File: config.mk
export PLATFORM = sky130hd
export DESIGN_NAME = compton_cone_builder_core_flat
export DESIGN_NICKNAME = d
export VERILOG_FILES = /design/src/hw/rtl/ccb_pkg.sv /design/src/hw/rtl/ccb_pulse_if.sv /design/src/hw/rtl/ccb_cone_if.sv /design/src/hw/rtl/compton_cone_builder_core.sv /design/src/flat_wrapper.sv
export SDC_FILE = /design/constraint.sdc
export NUM_CORES = 2
export LEC_CHECK = 0
export BUFFER_PORTS_ARGS = -buffer_cell sky130_fd_sc_hd__buf_2
export CAP_MARGIN = 20
export CORE_UTILIZATION = 45
export CTS_CLUSTER_DIAMETER = 100
export CTS_CLUSTER_SIZE = 40
export DETAILED_ROUTE_END_ITERATION = 7
export GPL_TIMING_DRIVEN = 0
export SETUP_SLACK_MARGIN = 0.02
export SLEW_MARGIN = 40
export SYNTH_ARGS = -nofsm -noshare
export SYNTH_HDL_FRONTEND = slang
export SYNTH_SLANG_ARGS = --single-unit
File: constraint.sdc
create_clock -name clk -period 25.5 [get_ports clk]
set_clock_uncertainty 0.1 [all_clocks]
set_input_delay 7.65 -clock clk [delete_from_list [all_inputs] [get_ports clk]]
set_output_delay 7.65 -clock clk [all_outputs]
set_load 0.01 [all_outputs]
File: src/hw/rtl/ccb_pkg.sv
// Shared widths, constants and types of the Compton cone builder.
// Used by the channel interfaces and the core; depends on nothing.
package ccb_pkg;

  localparam int HIST_W   = 32;
  localparam int ENERGY_W = 24;
  localparam int POS_W    = 16;
  localparam int AXIS_W   = 17;
  localparam int COS_W    = 17;
  localparam int PROD_W   = 2 * ENERGY_W;
  localparam int NUM_W    = 40;
  localparam int QUOT_W   = 17;
  localparam int CNT_W    = 5;

  localparam int CFG_INDEX_W = 2;
  localparam int CFG_DATA_W  = ENERGY_W;

  localparam logic [CFG_INDEX_W-1:0] REG_PEAK_ENERGY   = 2'd0;
  localparam logic [CFG_INDEX_W-1:0] REG_ENERGY_WINDOW = 2'd1;

  localparam logic [ENERGY_W-1:0] PEAK_RESET    = 24'd43319;
  localparam logic [ENERGY_W-1:0] WINDOW_RESET  = 24'd3277;
  localparam logic [ENERGY_W-1:0] ELECTRON_MASS = 24'd33489;

  localparam logic [CNT_W-1:0] DIV_TOP = 5'd16;
  localparam logic [QUOT_W:0]  Q16_ONE = 18'h10000;

  localparam logic [1:0] COUNT_NONE = 2'd0;
  localparam logic [1:0] COUNT_ONE  = 2'd1;
  localparam logic [1:0] COUNT_MANY = 2'd2;

  typedef logic signed [POS_W-1:0]  pos_t;
  typedef logic signed [AXIS_W-1:0] axis_t;

  typedef enum logic [6:0] {
    S_IDLE    = 7'b0000001,
    S_PREP    = 7'b0000010,
    S_MUL_DEN = 7'b0000100,
    S_MUL_NUM = 7'b0001000,
    S_CHECK   = 7'b0010000,
    S_DIV     = 7'b0100000,
    S_EMIT    = 7'b1000000
  } state_t;

endpackage

File: src/hw/rtl/ccb_pulse_if.sv
// Input channel of the Compton cone builder: one detector pulse per transfer.
// Depends on ccb_pkg for the field widths.
interface ccb_pulse_if;
  import ccb_pkg::*;

  logic                valid;
  logic                ready;
  logic [HIST_W-1:0]   history;
  logic [ENERGY_W-1:0] initial_energy;
  logic [ENERGY_W-1:0] pulse_height;
  pos_t                pos_x;
  pos_t                pos_y;
  pos_t                pos_z;

  modport source (
    output valid, history, initial_energy, pulse_height, pos_x, pos_y, pos_z,
    input  ready
  );

  modport sink (
    input  valid, history, initial_energy, pulse_height, pos_x, pos_y, pos_z,
    output ready
  );

endinterface

File: src/hw/rtl/ccb_cone_if.sv
// Output channel of the Compton cone builder: one reconstructed cone per transfer.
// Depends on ccb_pkg for the field widths.
interface ccb_cone_if;
  import ccb_pkg::*;

  logic                    valid;
  logic                    ready;
  pos_t                    apex_x;
  pos_t                    apex_y;
  pos_t                    apex_z;
  axis_t                   axis_x;
  axis_t                   axis_y;
  axis_t                   axis_z;
  logic signed [COS_W-1:0] cos_half_angle;
  logic [ENERGY_W-1:0]     total_energy;
  logic [ENERGY_W-1:0]     deposited_energy;
  logic [HIST_W-1:0]       cone_history;

  modport source (
    output valid, apex_x, apex_y, apex_z, axis_x, axis_y, axis_z, cos_half_angle,
           total_energy, deposited_energy, cone_history,
    input  ready
  );

  modport sink (
    input  valid, apex_x, apex_y, apex_z, axis_x, axis_y, axis_z, cos_half_angle,
           total_energy, deposited_energy, cone_history,
    output ready
  );

endinterface

File: src/hw/rtl/compton_cone_builder_core.sv
// Compton cone builder top level: pulse grouping, cone judgment and output register.
// Depends on ccb_pkg, ccb_pulse_if and ccb_cone_if.
//
// A pulse that joins the open group, or opens the first group, is taken and the
// block stays ready for further pulses. A pulse with a new history closes the
// open group, and the block is then busy through these steps in order: checks,
// the shared 24 by 24 multiplier for the denominator and then the numerator,
// a range check, the restoring divider that yields one quotient bit per cycle,
// then the load of the output register. A group rejected by the checks frees
// the block after the range check. If the previous cone has not been taken yet,
// the block waits in the last step until it is.
// The last open group is only judged when a pulse of another history arrives.
module compton_cone_builder_core (
  input  logic                            clk,
  input  logic                            rst,
  ccb_pulse_if.sink                       pulse_in,
  ccb_cone_if.source                      cone_out,
  input  logic                            cfg_we,
  input  logic [ccb_pkg::CFG_INDEX_W-1:0] cfg_index,
  input  logic [ccb_pkg::CFG_DATA_W-1:0]  cfg_data
);
  import ccb_pkg::*;

  state_t state;

  logic [ENERGY_W-1:0] peak_energy;
  logic [ENERGY_W-1:0] energy_window;

  logic [HIST_W-1:0]   open_history;
  logic [1:0]          group_count;
  logic [ENERGY_W-1:0] first_energy;
  logic [ENERGY_W-1:0] first_height;
  pos_t                first_pos [3];
  logic [ENERGY_W-1:0] second_energy;
  pos_t                second_pos [3];

  logic [HIST_W-1:0]   j_history;
  logic                j_many;
  logic [ENERGY_W-1:0] j_energy;
  logic [ENERGY_W-1:0] j_height;
  pos_t                j_first [3];
  pos_t                j_second [3];
  axis_t               j_axis [3];
  logic [ENERGY_W-1:0] j_diff;
  logic                j_ok;

  logic [PROD_W-1:0]   den;
  logic [NUM_W-1:0]    num;
  logic                num_lt_den;
  logic [PROD_W:0]     rem;
  logic [QUOT_W-1:0]   quot;
  logic [CNT_W-1:0]    div_cnt;

  logic                accept;
  logic                new_group;
  logic                judge_start;
  logic [ENERGY_W-1:0] dev;
  axis_t               axis_now [3];
  logic [ENERGY_W-1:0] mult_a;
  logic [ENERGY_W-1:0] mult_b;
  logic [PROD_W-1:0]   prod;
  logic [PROD_W:0]     trial;
  logic                trial_ge;
  logic                round_up;
  logic [QUOT_W:0]     quot_rounded;
  logic                out_free;

  assign pulse_in.ready = (state == S_IDLE);
  assign accept         = pulse_in.valid && pulse_in.ready;
  assign new_group      = (group_count == COUNT_NONE) || (pulse_in.history != open_history);
  assign judge_start    = accept && (group_count != COUNT_NONE)
                          && (pulse_in.history != open_history);
  assign out_free       = !cone_out.valid || cone_out.ready;

  always_comb begin
    dev = (j_energy >= peak_energy) ? (j_energy - peak_energy) : (peak_energy - j_energy);
    for (int i = 0; i < 3; i++) begin
      axis_now[i] = axis_t'(j_second[i]) - axis_t'(j_first[i]);
    end
  end

  assign mult_a = (state == S_MUL_DEN) ? j_diff : j_height;
  assign mult_b = (state == S_MUL_DEN) ? j_energy : ELECTRON_MASS;
  assign prod   = PROD_W'(mult_a) * PROD_W'(mult_b);

  assign trial    = (div_cnt == DIV_TOP) ? rem : {rem[PROD_W-1:0], 1'b0};
  assign trial_ge = trial >= {1'b0, den};

  assign round_up     = num_lt_den && (rem != '0);
  assign quot_rounded = {1'b0, quot} + {{QUOT_W{1'b0}}, round_up};

  always_ff @(posedge clk) begin
    if (rst) begin
      peak_energy   <= PEAK_RESET;
      energy_window <= WINDOW_RESET;
    end else if (cfg_we) begin
      if (cfg_index == REG_PEAK_ENERGY) begin
        peak_energy <= cfg_data;
      end else if (cfg_index == REG_ENERGY_WINDOW) begin
        energy_window <= cfg_data;
      end
    end
  end

  always_ff @(posedge clk) begin
    if (rst) begin
      group_count   <= COUNT_NONE;
      open_history  <= '0;
      first_energy  <= '0;
      first_height  <= '0;
      first_pos     <= '{default: '0};
      second_energy <= '0;
      second_pos    <= '{default: '0};
    end else if (accept) begin
      open_history <= pulse_in.history;
      if (new_group) begin
        group_count  <= COUNT_ONE;
        first_energy <= pulse_in.initial_energy;
        first_height <= pulse_in.pulse_height;
        first_pos[0] <= pulse_in.pos_x;
        first_pos[1] <= pulse_in.pos_y;
        first_pos[2] <= pulse_in.pos_z;
      end else begin
        group_count <= COUNT_MANY;
        if (pulse_in.initial_energy > first_energy) begin
          second_energy <= first_energy;
          second_pos    <= first_pos;
          first_energy  <= pulse_in.initial_energy;
          first_height  <= pulse_in.pulse_height;
          first_pos[0]  <= pulse_in.pos_x;
          first_pos[1]  <= pulse_in.pos_y;
          first_pos[2]  <= pulse_in.pos_z;
        end else if ((group_count == COUNT_ONE)
                     || (pulse_in.initial_energy > second_energy)) begin
          second_energy <= pulse_in.initial_energy;
          second_pos[0] <= pulse_in.pos_x;
          second_pos[1] <= pulse_in.pos_y;
          second_pos[2] <= pulse_in.pos_z;
        end
      end
    end
  end

  always_ff @(posedge clk) begin
    if (rst) begin
      cone_out.valid <= 1'b0;
    end else if ((state == S_EMIT) && out_free) begin
      cone_out.valid <= 1'b1;
    end else if (cone_out.ready) begin
      cone_out.valid <= 1'b0;
    end
  end

  always_ff @(posedge clk) begin
    if (rst) begin
      state <= S_IDLE;
    end else begin
      unique case (state)
        S_IDLE: begin
          if (judge_start) begin
            j_history <= open_history;
            j_many    <= (group_count == COUNT_MANY);
            j_energy  <= first_energy;
            j_height  <= first_height;
            j_first   <= first_pos;
            j_second  <= second_pos;
            state     <= S_PREP;
          end
        end
        S_PREP: begin
          j_diff <= j_energy - j_height;
          j_axis <= axis_now;
          j_ok   <= j_many && (dev <= energy_window) && (j_height != '0)
                    && (j_energy > j_height)
                    && ((axis_now[0] != '0) || (axis_now[1] != '0) || (axis_now[2] != '0));
          state  <= S_MUL_DEN;
        end
        S_MUL_DEN: begin
          den   <= prod;
          state <= S_MUL_NUM;
        end
        S_MUL_NUM: begin
          num   <= prod[NUM_W-1:0];
          state <= S_CHECK;
        end
        S_CHECK: begin
          num_lt_den <= {{(PROD_W-NUM_W){1'b0}}, num} < den;
          rem        <= {{(PROD_W+1-NUM_W){1'b0}}, num};
          quot       <= '0;
          div_cnt    <= DIV_TOP;
          if (j_ok && ({{(PROD_W+1-NUM_W){1'b0}}, num} < {den, 1'b0})) begin
            state <= S_DIV;
          end else begin
            state <= S_IDLE;
          end
        end
        S_DIV: begin
          rem  <= trial_ge ? (trial - {1'b0, den}) : trial;
          quot <= {quot[QUOT_W-2:0], trial_ge};
          if (div_cnt == '0) begin
            state <= S_EMIT;
          end else begin
            div_cnt <= div_cnt - 1'b1;
          end
        end
        S_EMIT: begin
          if (out_free) begin
            cone_out.apex_x           <= j_first[0];
            cone_out.apex_y           <= j_first[1];
            cone_out.apex_z           <= j_first[2];
            cone_out.axis_x           <= j_axis[0];
            cone_out.axis_y           <= j_axis[1];
            cone_out.axis_z           <= j_axis[2];
            cone_out.cos_half_angle   <= COS_W'(Q16_ONE - quot_rounded);
            cone_out.total_energy     <= j_energy;
            cone_out.deposited_energy <= j_height;
            cone_out.cone_history     <= j_history;
            state                     <= S_IDLE;
          end
        end
        default: begin
          state <= S_IDLE;
        end
      endcase
    end
  end

endmodule

File: src/flat_wrapper.sv
// flat-port wrapper written by rule: the top's interface ports become plain ports
module compton_cone_builder_core_flat import ccb_pkg::*;
  (clk, rst, cfg_we, cfg_index, cfg_data, pulse_in_valid, pulse_in_history, pulse_in_initial_energy, pulse_in_pulse_height, pulse_in_pos_x, pulse_in_pos_y, pulse_in_pos_z, pulse_in_ready, cone_out_valid, cone_out_apex_x, cone_out_apex_y, cone_out_apex_z, cone_out_axis_x, cone_out_axis_y, cone_out_axis_z, cone_out_cos_half_angle, cone_out_total_energy, cone_out_deposited_energy, cone_out_cone_history, cone_out_ready);
  ccb_pulse_if pulse_in_i ();
  ccb_cone_if cone_out_i ();
  input  logic clk;
  input  logic rst;
  input  logic cfg_we;
  input  logic [ccb_pkg::CFG_INDEX_W-1:0] cfg_index;
  input  logic [ccb_pkg::CFG_DATA_W-1:0] cfg_data;
  input wire logic [$bits(pulse_in_i.valid)-1:0] pulse_in_valid;
  input wire logic [$bits(pulse_in_i.history)-1:0] pulse_in_history;
  input wire logic [$bits(pulse_in_i.initial_energy)-1:0] pulse_in_initial_energy;
  input wire logic [$bits(pulse_in_i.pulse_height)-1:0] pulse_in_pulse_height;
  input wire logic [$bits(pulse_in_i.pos_x)-1:0] pulse_in_pos_x;
  input wire logic [$bits(pulse_in_i.pos_y)-1:0] pulse_in_pos_y;
  input wire logic [$bits(pulse_in_i.pos_z)-1:0] pulse_in_pos_z;
  output wire logic [$bits(pulse_in_i.ready)-1:0] pulse_in_ready;
  output wire logic [$bits(cone_out_i.valid)-1:0] cone_out_valid;
  output wire logic [$bits(cone_out_i.apex_x)-1:0] cone_out_apex_x;
  output wire logic [$bits(cone_out_i.apex_y)-1:0] cone_out_apex_y;
  output wire logic [$bits(cone_out_i.apex_z)-1:0] cone_out_apex_z;
  output wire logic [$bits(cone_out_i.axis_x)-1:0] cone_out_axis_x;
  output wire logic [$bits(cone_out_i.axis_y)-1:0] cone_out_axis_y;
  output wire logic [$bits(cone_out_i.axis_z)-1:0] cone_out_axis_z;
  output wire logic [$bits(cone_out_i.cos_half_angle)-1:0] cone_out_cos_half_angle;
  output wire logic [$bits(cone_out_i.total_energy)-1:0] cone_out_total_energy;
  output wire logic [$bits(cone_out_i.deposited_energy)-1:0] cone_out_deposited_energy;
  output wire logic [$bits(cone_out_i.cone_history)-1:0] cone_out_cone_history;
  input wire logic [$bits(cone_out_i.ready)-1:0] cone_out_ready;
  assign pulse_in_i.valid = pulse_in_valid;
  assign pulse_in_i.history = pulse_in_history;
  assign pulse_in_i.initial_energy = pulse_in_initial_energy;
  assign pulse_in_i.pulse_height = pulse_in_pulse_height;
  assign pulse_in_i.pos_x = pulse_in_pos_x;
  assign pulse_in_i.pos_y = pulse_in_pos_y;
  assign pulse_in_i.pos_z = pulse_in_pos_z;
  assign pulse_in_ready = pulse_in_i.ready;
  assign cone_out_valid = cone_out_i.valid;
  assign cone_out_apex_x = cone_out_i.apex_x;
  assign cone_out_apex_y = cone_out_i.apex_y;
  assign cone_out_apex_z = cone_out_i.apex_z;
  assign cone_out_axis_x = cone_out_i.axis_x;
  assign cone_out_axis_y = cone_out_i.axis_y;
  assign cone_out_axis_z = cone_out_i.axis_z;
  assign cone_out_cos_half_angle = cone_out_i.cos_half_angle;
  assign cone_out_total_energy = cone_out_i.total_energy;
  assign cone_out_deposited_energy = cone_out_i.deposited_energy;
  assign cone_out_cone_history = cone_out_i.cone_history;
  assign cone_out_i.ready = cone_out_ready;
  compton_cone_builder_core u_core (.clk(clk), .rst(rst), .pulse_in(pulse_in_i), .cone_out(cone_out_i), .cfg_we(cfg_we), .cfg_index(cfg_index), .cfg_data(cfg_data));
endmodule
# Yosys cells after proc, flatten, opt, wreduce, memory -nomap -nowiden
# Index checks and enable logic that the tools add are counted.
# op_classes
addsub	10
n_mul	1
div	0
magnitude_cmp	8
n_eq_ne	16
n_shift	0
mux	27
bitwise	3
n_reduce_logical	42
# op_table
cell	count
2-to-1 mux 24 bit	9
2-to-1 mux 48 bit	4
2-to-1 mux 49 bit	2
case mux 49 bit (2 select lines)	1
> comparator 24 bit	3
subtractor 24 bit	3
nonzero test 17 bit	3
subtractor 16 x 16 -> 17 bit	3
greater-or-equal comparator 49 x 48 -> 1 bit	1
< comparator 40 x 49 -> 1 bit	1
case mux 7 bit (7 select lines)	1
nonzero test 49 bit	1
subtractor 49 x 48 -> 49 bit	1
< comparator 40 x 48 -> 1 bit	1
multiplier 24 x 24 -> 48 bit	1
case mux 17 bit (2 select lines)	1
inequality test 32 bit	1
greater-or-equal comparator 24 bit	1
less-or-equal comparator 24 bit	1
nonzero test 24 bit	1
2-to-1 mux 7 bit	3
AND reduction 3 bit	6
adder 17 x 1 -> 17 bit	1
subtractor 17 bit, first input constant	1
26 further kinds	56
# word_totals
register_bits	867
latch_bits	0
mem_bits_rw	0
mem_bits_ro	0
output_inout_bits	198
elab_cells	153
memories	0

# Logic depth before layout (Yosys ltp)
# depth
word_depth	7
mapped_depth	34

# Worst setup path after synthesis
# Ideal clock, no wire load.
# synth_timing
path_type	input to register
from	in rst
to	reg u_core.cone_out.apex_x[0], enable pin
arrival_ns	21.282
slack_ns	3.126
stages	3
cell_sequence	clkbuf_1 clkbuf_1 nor3_1
# synth_between
elab_chain_cells	2
# synth_lines
item	line_no	source
from (decl)	flat_wrapper.sv:7	input logic rst;
inverter 1 bit (no source line)	-	
AND reduction 3 bit (no source line)	-	
to (signal assigned)	compton_cone_builder_core.sv:208	cone_out.apex_x <= j_first[0];
to (decl)	ccb_cone_if.sv:20	output valid, apex_x, apex_y, apex_z, axis_x, axis_y, axis_z, cos_half_angle,
# No other way between the ends.
# A chain may end at the register's enable or synchronous reset.

# Worst setup path after layout
# layout_timing
from	in pulse_in_initial_energy[1]
to	reg u_core.first_energy[23]
# layout_between
elab_chain_cells	3
# layout_lines
item	line_no	source
from (decl)	flat_wrapper.sv:13	input wire logic [$bits(pulse_in_i.initial_energy)-1:0] pulse_in_initial_energy;
> comparator 24 bit	compton_cone_builder_core.sv:125	if (pulse_in.initial_energy > first_energy) begin
nonzero test 2 bit (no source line)	-	
AND reduction 2 bit (no source line)	-	
to (signal assigned)	compton_cone_builder_core.sv:118	first_energy <= pulse_in.initial_energy;
to (signal assigned)	compton_cone_builder_core.sv:128	first_energy <= pulse_in.initial_energy;
to (decl)	compton_cone_builder_core.sv:31	logic [ENERGY_W-1:0] first_energy;
# No other way between the ends.

==> run summary <==
The run finished with clean final reports. The count of final setup violators is 0. The worst-case register-to-register setup slack is 14.78 ns. The total overflow reported by the global router came out at 0. Buffers inserted during clock tree synthesis total 37. In this run the critical register-to-register path is launched from u_core.state[6]$_SDFFE_PP0P_. The clock period could shrink to 10.99 ns. The die extent in x came out at 374 µm. The most common cell in the synthesized netlist is inv_1. The number of pins exceeding their max-slew limit in the final report came to 0. The worst hold margin is 0.326 ns. After technology mapping, the gate count stands at 6,155. VDD sags by at most 0.0587 mV. TritonCTS built the clock tree. The share of the clock period used by the worst path is 43.1%. The area added between synthesis and finish came out at 10.0%. The critical path starts at pulse_in_initial_energy[1]. The routed length per instance came out at 23.7 µm. The worst register-to-register path ends at u_core.den[32]$_DFFE_PP_. The maximum count of clock buffers along a single path came out at 3. Traced cell by cell, the critical path runs through buf_2, ha_1, nor2b_1, o21ai_0, nand2b_1, a21oi_1, o21ai_0, a21oi_1, nor2_1, o22ai_4, buf_8, a31oi_1, clkbuf_2, buf_1, nor2_1, a21oi_1, nor2_1. The worst-skew pair later-pin latency is 0.69 ns. The total track usage came out at 28.3%. In the synthesized netlist the dominant register cell turns out to be edfxtp_1. The total number of clock tree sinks came out at 867. Once the clock tree was built, the setup fixing pass inserted 0 buffers. The die is 374 µm tall. The number of global-route vias before repair is 46,700. The share of cells above drive strength 1 is 9.47%.

Along the worst path, the maximum fanout reaches 10. Detailed routing inserted a total of 46,800 vias. The wire length of the first global-routing pass is 296,000 µm.

The clock tree synthesis step divided the H-tree into 2 levels. For this design the ratio of total power to cell area is 45.6 nW/µm². Summing every instance area after synthesis gives 62,300 µm². In the synthesized netlist, the cells that appear most often are inv_1 (855), nand2_1 (672), edfxtp_1 (609), ha_1 (509), fa_1 (489). The worst-path cell with the longest stage delay is buf_1. The critical path depth came out at 17.

The die area came out at 140,000 µm². The half-perimeter wire length after detailed placement came out at 165,000 µm. The sum of negative setup slack came out at 0 ns. At the worst endpoint, the arrival time is 11.46 ns. The final hold violation count came out at 0. The sum of buffers and inverters on the critical path is 4.

The biggest area contributor in the post-synthesis netlist is edfxtp_1. After clock tree synthesis, the clock-pin slew on the worst setup and hold paths is 0.15 ns. The synthesis warning total came out at 0.

The required time at the worst-slack endpoint is 25.97 ns. The first routing iteration left 3,981 violations. The highest cell delay on the worst timing path is 0.66 ns. The wire length after detailed routing came out at 200,000 µm. The endpoint of the most critical setup path is u_core.first_energy[23]$_SDFFE_PP0P_. In this run the count of I/O pins placed on the die edge is 357. The number of routed nets with antenna violations is 0. The worst hold path belongs to the class reg -> reg. The number of buffer cells added on primary ports came out at 355. Broken down by cell family, the worst path's largest delay share belongs to buffers and inverters. The number of nets in the finished design came out at 7,769. The share of async-settable or async-resettable flops after synthesis came out at 0%. By area the synthesized netlist is led by edfxtp_1 (29%), fa_1 (16%), ha_1 (10%). The sequential fraction of design power came out at 50.9%. In this run the biggest area consumer among cell types represents 29.3% of the synthesized area. The via density per instance came out at 5.53.

The critical path is of the in -> reg type. The share of total power in combinational logic is 23.0%. Measured in cells, the most critical reg-to-reg path has a length of 31. Gates resized during post-CTS repair numbered 0.

Setup repair after global routing left no endpoint under its margin. The final instance count without filler cells is 8,450. Yosys mapped the design onto 92 distinct sky130hd cell types. The initial antenna violation count was 35.

In this run the standard cell core region covers 137,000 µm². Hold repair after CTS inserted 0 buffers. The number of placed instances, taps included came out at 8,367. The detailed-router iteration count before antenna repair came out at 5. CTS placed an instance of clkbuf_16 at the clock tree root. The analysis attributes to cell leakage a power of 30.6 nW. Counting flops and latches in the post-synthesis netlist gives 867.

The number of synthesized flops with an enable pin came out at 609. The fmax is 91.0 MHz. Dividing the synthesized area by the synthesized cell count gives 10.1 µm².

Once the floorplan was initialized, standard cells occupied 45.3% of the core. The internal power of the cells came out at 2.15 mW. For the pin with the worst max-slew slack, the measured transition is 0.980 ns. The pin count of the biggest net entering global routing is 42.

The residual DRC count came out at 0. The number of core rows is 136. In this run, the clock network consumes 26.2% of the power. The post-synthesis sequential area ratio came out at 37.6%. The global placement routability congestion is 1.03.

Net switching is 31.3% of the power. STA classifies the critical path startpoint as an input port. STA classifies the critical path endpoint as a flop. The analysis attributes to net switching a power of 0.977 mW. The worst slew margin relative to its limit came out at 34.7%. Across the run, the number of max-cap violations was 0. The post-synth net total came out at 7,312.
[through the flow]
step / cell area (µm²) / power (mW) / utilization [%] / setup slack (ns)
after floorplan: 62300 / 2.10 / - / 3.13
after global placement: 66400 / 2.33 / 48.3 / -5.89
after detailed placement: 67200 / 2.34 / 48.9 / 13.81
after CTS: 68500 / 3.16 / 49.8 / 14.55
after global routing: 68600 / 3.28 / 49.9 / 14.33
final: 68600 / 3.13 / 49.9 / 14.51
[sequential cells by signal, indices dropped and copies added (netlist names), 32 cells and up]
register	count
u_core.num	40
u_core.open_history	32
u_core.j_second	48
u_core.j_axis	51
u_core.second_pos	48
u_core.j_first	48
u_core.den	48
u_core.rem	49
u_core.j_history	32
u_core.first_pos	48
u_core.cone_out.cone_history	32
[worst min path at each step]
stage                                                  to  slack, ns  cells after the start                           start
3_5_place_dp         u_core.cone_out.axis_z[15]$_DFFE_PP_       0.30                      0     u_core.j_axis[15]$_DFFE_PP_
2_1_floorplan         u_core.cone_out.axis_x[0]$_DFFE_PP_       0.30                      0     u_core.j_axis[34]$_DFFE_PP_
6_report              u_core.cone_out.axis_x[8]$_DFFE_PP_       0.33                      0     u_core.j_axis[42]$_DFFE_PP_
5_1_grt              u_core.cone_out.axis_z[10]$_DFFE_PP_       0.34                      0     u_core.j_axis[10]$_DFFE_PP_
4_1_cts              u_core.cone_out.axis_z[10]$_DFFE_PP_       0.33                      0     u_core.j_axis[10]$_DFFE_PP_
3_3_place_gp   u_core.cone_out.cone_history[27]$_DFFE_PP_       0.30                      0  u_core.j_history[27]$_DFFE_PP_
[area by class of cell]
type	instances	area, µm²
clock buffers	45	978
inverters	855	3210
clock inverters	23	378
flip-flops and latches	867	23500
fillers	12900	68900
plain buffers	272	1080
diodes	15	37.5
multi-input cells	4161	34700
repair buffers	418	2440
well taps	1794	2240
[logic make-up after synthesis]
family / share of synthesized area, %
muxes: 3.47
buffers and inverters: 6.82
and+or+nand+nor: 12.5
DFF: 37.6
adders and majority gates: 25.9
AOI/OAI and AO/OA: 10.7
xor gates and xnor gates: 2.92
[power by group through the flow]
stage / Clock [mW] / Combinational, mW / Sequential (mW)
final: 0.818 / 0.717 / 1.59
after global routing: 0.884 / 0.806 / 1.59
after CTS: 0.843 / 0.722 / 1.59
after detailed placement: 0 / 0.718 / 1.62
after global placement: 0 / 0.700 / 1.63
after floorplan: 0 / 0.488 / 1.61
[metal layers]
metal | GRT usage [%] | share of wire [%]
met2 | 45.6 | 46
met1 | 37.9 | 42
met4 | 10.7 | 4.3
met3 | 5.12 | 7.5
met5 | 0 | 0.11
[cells in the final DEF (no fill, tap or decap), drive strengths merged, types with 164 or more instances in the layout]
master  Yosys  final
edfxtp    609    609
nor2      440    440
o21ai     172    172
ha        509    509
dfxtp     258    258
a21o      164    164
clkbuf    232    277
inv       855    869
fa        489    489
buf        40    458
a21oi     399    399
nand2     673    673
and3      229    229
(Power assumes the default switching activity.)
